==> config.mk <==
export PLATFORM = sky130hd
export DESIGN_NAME = bxr_sel
export DESIGN_NICKNAME = d
export VERILOG_FILES = /design/src/design/bxr_pkg.sv /design/src/design/bxr_sel.sv
export SDC_FILE = /design/constraint.sdc
export NUM_CORES = 2
export LEC_CHECK = 0
export BUFFER_PORTS_ARGS = -buffer_cell sky130_fd_sc_hd__buf_2
export CORE_AREA = 2 2 408 410
export CTS_CLUSTER_SIZE = 14
export DETAILED_ROUTE_END_ITERATION = 6
export DIE_AREA = 0 0 410 412
export HOLD_SLACK_MARGIN = 0.03
export PLACE_DENSITY = 0.84
export SYNTH_ARGS = -nofsm -noshare
export SYNTH_HDL_FRONTEND = slang
export SYNTH_MEMORY_MAX_BITS = 65536
export SYNTH_SLANG_ARGS = --single-unit
==> constraint.sdc <==
create_clock -name clock -period 8.2 [get_ports clock]
set_input_delay 2.46 -clock clock [delete_from_list [all_inputs] [get_ports clock]]
set_output_delay 2.46 -clock clock [all_outputs]
set_load 0.05 [all_outputs]
==> src/design/bxr_pkg.sv <==
// Shared constants and types for the ray against box hit test.
package bxr_pkg;

   localparam int DIST_W    = 31;
   localparam int NUM_FACES = 6;
   localparam int NUM_AXES  = 3;
   localparam int CSR_IDX_W = 2;

   localparam logic [DIST_W-1:0] HALF_RESET = 31'd65536;

   typedef enum logic [2:0] {
      FACE_PX = 3'd0,
      FACE_NX = 3'd1,
      FACE_PY = 3'd2,
      FACE_NY = 3'd3,
      FACE_PZ = 3'd4,
      FACE_NZ = 3'd5
   } face_type;

   typedef enum logic [CSR_IDX_W-1:0] {
      CSR_HALF_X = 2'd0,
      CSR_HALF_Y = 2'd1,
      CSR_HALF_Z = 2'd2
   } csr_type;

endpackage

==> src/design/bxr_sel.sv <==
// Six-stage chain that picks the closest accepted face in face order.
module bxr_sel import bxr_pkg::*; #(
   parameter int CW = 32
) (
   input  logic                                  clock,
   input  logic                                  adv,
   input  logic [DIST_W-1:0]                     maxd,
   input  logic [NUM_FACES-1:0]                  acc,
   input  logic [NUM_FACES-1:0][DIST_W-1:0]      t,
   input  logic [NUM_FACES-1:0][NUM_AXES-1:0][CW-1:0] pos,
   output logic                                  hit,
   output logic [2:0]                            face,
   output logic [DIST_W-1:0]                     distance,
   output logic [CW-1:0]                         hit_x,
   output logic [CW-1:0]                         hit_y,
   output logic [CW-1:0]                         hit_z
);

   logic [DIST_W-1:0]                      best_ff  [NUM_FACES];
   logic                                   found_ff [NUM_FACES];
   face_type                               face_ff  [NUM_FACES];
   logic [NUM_AXES-1:0][CW-1:0]            bpos_ff  [NUM_FACES];
   logic [NUM_FACES-1:0]                   cacc_ff  [NUM_FACES-1];
   logic [NUM_FACES-1:0][DIST_W-1:0]       ct_ff    [NUM_FACES-1];
   logic [NUM_FACES-1:0][NUM_AXES-1:0][CW-1:0] cpos_ff [NUM_FACES-1];

   for (genvar s = 0; s < NUM_FACES; s++) begin : g_stage
      logic [DIST_W-1:0]                      b_prev;
      logic                                   f_prev;
      face_type                               face_prev;
      logic [NUM_AXES-1:0][CW-1:0]            p_prev;
      logic [NUM_FACES-1:0]                   c_acc;
      logic [NUM_FACES-1:0][DIST_W-1:0]       c_t;
      logic [NUM_FACES-1:0][NUM_AXES-1:0][CW-1:0] c_pos;
      logic                                   take;

      if (s == 0) begin : g_first
         assign b_prev    = maxd;
         assign f_prev    = 1'b0;
         assign face_prev = FACE_PX;
         assign p_prev    = '0;
         assign c_acc     = acc;
         assign c_t       = t;
         assign c_pos     = pos;
      end else begin : g_next
         assign b_prev    = best_ff[s-1];
         assign f_prev    = found_ff[s-1];
         assign face_prev = face_ff[s-1];
         assign p_prev    = bpos_ff[s-1];
         assign c_acc     = cacc_ff[s-1];
         assign c_t       = ct_ff[s-1];
         assign c_pos     = cpos_ff[s-1];
      end

      assign take = c_acc[s] && (c_t[s] <= b_prev);

      always_ff @(posedge clock) begin
         if (adv) begin
            best_ff[s]  <= take ? c_t[s] : b_prev;
            found_ff[s] <= take | f_prev;
            face_ff[s]  <= take ? face_type'(3'(s)) : face_prev;
            bpos_ff[s]  <= take ? c_pos[s] : p_prev;
         end
      end

      if (s < NUM_FACES - 1) begin : g_carry
         always_ff @(posedge clock) begin
            if (adv) begin
               cacc_ff[s] <= c_acc;
               ct_ff[s]   <= c_t;
               cpos_ff[s] <= c_pos;
            end
         end
      end
   end

   assign hit      = found_ff[NUM_FACES-1];
   assign face     = hit ? face_ff[NUM_FACES-1] : FACE_PX;
   assign distance = hit ? best_ff[NUM_FACES-1] : '0;
   assign hit_x    = hit ? bpos_ff[NUM_FACES-1][0] : '0;
   assign hit_y    = hit ? bpos_ff[NUM_FACES-1][1] : '0;
   assign hit_z    = hit ? bpos_ff[NUM_FACES-1][2] : '0;

endmodule

# == Word-level counts from Yosys, hierarchy flattened ==
# Memories as Yosys holds them, arrays and structs flattened.
# Cells that the tools add are included.
# totals
ram_bits,4626
latch_bits,0
inputBits,801
mem_count,7
word_cells,48
regBits,0
rom_bits,0
# memory_table
name,words,word_bits,read_ports,rd_ports_with_merged_regs,write_ports,line,text
cpos_ff,5,576,5,0,5,bxr_sel.sv:25,logic [NUM_FACES-1:0][NUM_AXES-1:0][CW-1:0] cpos_ff [NUM_FACES-1];
ct_ff,5,186,5,0,5,bxr_sel.sv:24,logic [NUM_FACES-1:0][DIST_W-1:0] ct_ff [NUM_FACES-1];
bpos_ff,6,96,6,0,6,bxr_sel.sv:22,logic [NUM_AXES-1:0][CW-1:0] bpos_ff [NUM_FACES];
best_ff,6,31,6,0,6,bxr_sel.sv:19,logic [DIST_W-1:0] best_ff [NUM_FACES];
cacc_ff,5,6,5,0,5,bxr_sel.sv:23,logic [NUM_FACES-1:0] cacc_ff [NUM_FACES-1];
face_ff,6,3,6,0,6,bxr_sel.sv:21,face_type face_ff [NUM_FACES];
1 more memories,-,-,-,-,-,-,
# op_classes
eq_ne,0
n_lt_le_gt_ge,6
addsub,0
reduce_logical,6
div_mod_pow,0
n_mul,0
bitwise_logic,5
n_shift,0
mux,24
# op_table
cell,count
two-way mux 96 bit,6
two-way mux 31 bit,7
less-or-equal comparator 31 bit,6
two-way mux 32 bit,3
two-way mux 3 bit,6
logical AND 1 bit,6
OR 1 bit,5
two-way mux 1 bit,2

# == Logic depth before layout (Yosys ltp) ==
# An unclocked memory read counts as a cell.
# logic_depth
word_depth,4
ltp_mapped,11

# == Least setup slack after synthesis ==
# OpenSTA, ideal clock, no wires.
# synth_timing
path_type,input to register
startpoint,input maxd[29]
endpoint,"memory best_ff[0][10], data pin"
path_slack_ns,3.585
t_arrival_ns,4.355
setup_time_ns,0.260
path_stages,9
n_path_buf,2
cell_sequence,inv_1 ha_1 nand4_1 nor4_1 nand3_1 a31oi_1 buf_2 buf_2 mux2_2
# synth_lines
element,line,text
start: declaration,bxr_sel.sv:7,"input logic [DIST_W-1:0] maxd,"
end: declaration,bxr_sel.sv:19,

==> results.cfg <==
[cts]
hold_buffers = 0
cts.sinks = 2699
clockBufferDepth = 4
cts.clk_slew.worst_paths_ps = 60
cts_buffers = 279
cts_root_buffer = clkbuf_16
cts_setup_buffers = 0
htree_levels = 5
cts_resized = 0
cts_tree = yes
clk_latency_ps = 930

[setup_path]
startpoint_type = register
cp_slowest_cell = buf_4
max_stage_delay_ps = 780
reg2reg_slack_ps = 3700
path_class = reg -> out
critical_path.endpoint_type = primary output
crit_chain = buf_4 -> and2_1 -> buf_2
rr_startpoint = ct_ff[0][929]
required_ps = 5740
r2r_cells = 8
cp_max_fo = 131
cp_data_arrival_time_ps = 2710
regToRegEndpoint = best_ff[5][19]

[worst_hold_path]
worstHoldPathCells = 0
min-delay-start = cpos_ff[0][1030]
hold_path.class = reg -> reg
whs_endpoint = cpos_ff[0][1606]

[sta]
maxSlewViolCount = 0
hold_viol = 0
max_freq_mhz = 194
whs_ps = 397
worst_pin_slew_ps = 1340
relSlewSlack_pct = 10.6
tns_ps = 0
setup_viol = 0
period_minus_slack_ps = 5170
fin_crit_sh_pct = 63.0
rsz0062_at_grt = false
clock_skew_ps = 52.0

[synthesis]
syn_nets = 7325
ys_ff_latch = 2699
postSynthCellCount = 6338
seq_area_frac_synth_pct = 77.4
netlist_area_um2 = 105000
async_flop_share_pct = 0
syn_avg_cell_area_um2 = 16.5
ys_warn_count = 0
synth.distinct_cells = 53
synth-edff-count = 2699
yosys_most_used_dff = edfxtp_1

[place]
place_inst = 9146
place_hpwl_um = 179000
gp_congestion = 0.910
dpl_cell_area_um2 = 111000
port_buffers = 931

[global_route]
grt_pass1_wl_um = 388000
grt_usage_pct = 31.7
grt.overflow.total = 0
grt_pass1_vias = 59300
antenna_found_initial = 60
grt_max_degree = 196

[floorplanning]
die_h_um = 412
die_w_um = 410
initial_core_util_pct = 63.7
die_area_um2 = 169000
core_area_um2 = 164000
io_pins = 932
row_count = 149

[cells_and_area]
layout_common_cells = edfxtp_1 (2,699), buf_2 (930), nor2_1 (557)
fin_cells = 9658
syn_to_final_growth_pct = 14.6
utilization_pct = 73.1
layout_commonest_cell = edfxtp_1
nets = 8225
fin_area_um2 = 120000
drive_above_1_share_pct = 23.1
fill_cells = 9263

[job]
maxCapViolations = 0

[route]
ant_nets = 0
first_iter_violations = 9081
routed-via-count = 61400
drt_pass1_iterations = 6
drt-total-wl_um = 271000
drc_errors = 0
via_per_inst = 6.36
wire_per_inst_um = 28.0

[power_and_ir_drop]
netSwitchingFraction_pct = 24.2
power.internal_mw = 24.9
p_leak_nw = 44.5
pwr-share-seq_pct = 52.7
power_frac_comb_pct = 10.8
p_switching_mw = 7.95
ir_drop_v = 0.000228
power.density_nw_per_um2 = 274
clkPwrFrac_pct = 36.5

[run_status]
status = completed
[cell usage after synthesis (all sizes together), types with 30 or more instances]
cell type	instances	area share, %
edfxtp	2699	77
nor2	562	2.0
inv	318	1.1
nand2	295	1.1
a211oi	268	1.9
clkbuf	266	0.95
and2	226	1.4
ha	186	2.2
o21ai	160	0.76
mux2	158	1.7
a221oi	131	1.3
a221o	128	1.2
a211o	127	1.1
a22o	127	1.1
o221a	127	1.4
buf	126	0.64
nor2b	100	0.60
o2bb2ai	99	0.83
a21oi	64	0.31
nand4	32	0.19
o22ai	30	0.18
[cell families (layout without fill, tap and decap cells)]
| logic type | after synthesis | in the layout | share of synthesized area [%] |
|---|---|---|---|
| multiplexers | 158 | 158 | 1.70 |
| other | 0 | 40 | 0 |
| AND/OR/NAND/NOR | 1284 | 1284 | 5.64 |
| AO/OA/AOI/OAI | 1301 | 1301 | 10.3 |
| flip-flops | 2699 | 2699 | 77.4 |
| adder cells (fa/ha/maj) | 186 | 186 | 2.22 |
| buffers and inverters | 710 | 1801 | 2.73 |
[worst max-delay path, delay by kind of cell, from the launching register on]
| family | cells | cell delay, ps |
|---|---|---|
| buffers and inverters | 2 | 1070 |
| AND/OR/NAND/NOR | 1 | 290 |
| flip-flops | 1 | 320 |
[metal layers]
metal	global-route usage, %	up-vias	part of all wire, %
li1	-	26400	-
met3	6.65	730	10
met2	49.2	3973	47
met1	42.9	30300	37
met5	0	-	0.086
met4	16.6	30	6.1
[flip-flops by register name, summed over array words and instances (netlist names)]
| register | cells |
|---|---|
| cacc_ff | 15 |
| face_ff | 11 |
| ct_ff | 465 |
| bpos_ff | 576 |
| cpos_ff | 1440 |
| best_ff | 186 |
| found_ff | 6 |
[per-stage QoR]
| stage | power [mW] | worst slack [ps] |
|---|---|---|
| detailed placement | 21.0 | 2060 |
| floorplan | 19.3 | 3580 |
| finish | 32.8 | 3030 |
| global route | 33.7 | 2860 |
| CTS | 32.9 | 2990 |
| global placement | 20.8 | 2040 |
[how the worst max path moves through the flow]
stage	from	end	slack, ps	depth (start not counted)
after floorplan	maxd[29]	best_ff[0][10]	3580	9
after global placement	maxd[29]	best_ff[0][19]	2040	9
after detailed placement	maxd[29]	best_ff[0][19]	2060	9
after CTS	found_ff[5]	face[2]	2990	3
after global routing	found_ff[5]	face[2]	2860	3
final	found_ff[5]	face[2]	3030	3
[power by group through the flow]
stage,combinational (mW),clock [mW],sequential [mW]
after floorplan,2.11,0,17.2
after global placement,3.34,0,17.5
after detailed placement,3.46,0,17.6
after CTS,3.51,12.1,17.3
after global routing,3.77,12.6,17.4
final,3.54,12.0,17.3
[cell type report]
type | count | area [um2] | share of cell area (%)
clock inverters | 133 | 1100 | 0.919
well taps | 2189 | 2740 | 2.28
flip-flops and latches | 2699 | 81000 | 67.5
inverters | 318 | 1200 | 0.997
multi-input cells | 2929 | 21000 | 17.5
repair buffers | 1011 | 5480 | 4.56
clock buffers | 339 | 7380 | 6.15
diodes | 40 | 100 | 0.0834
(Power assumes the default switching activity.)
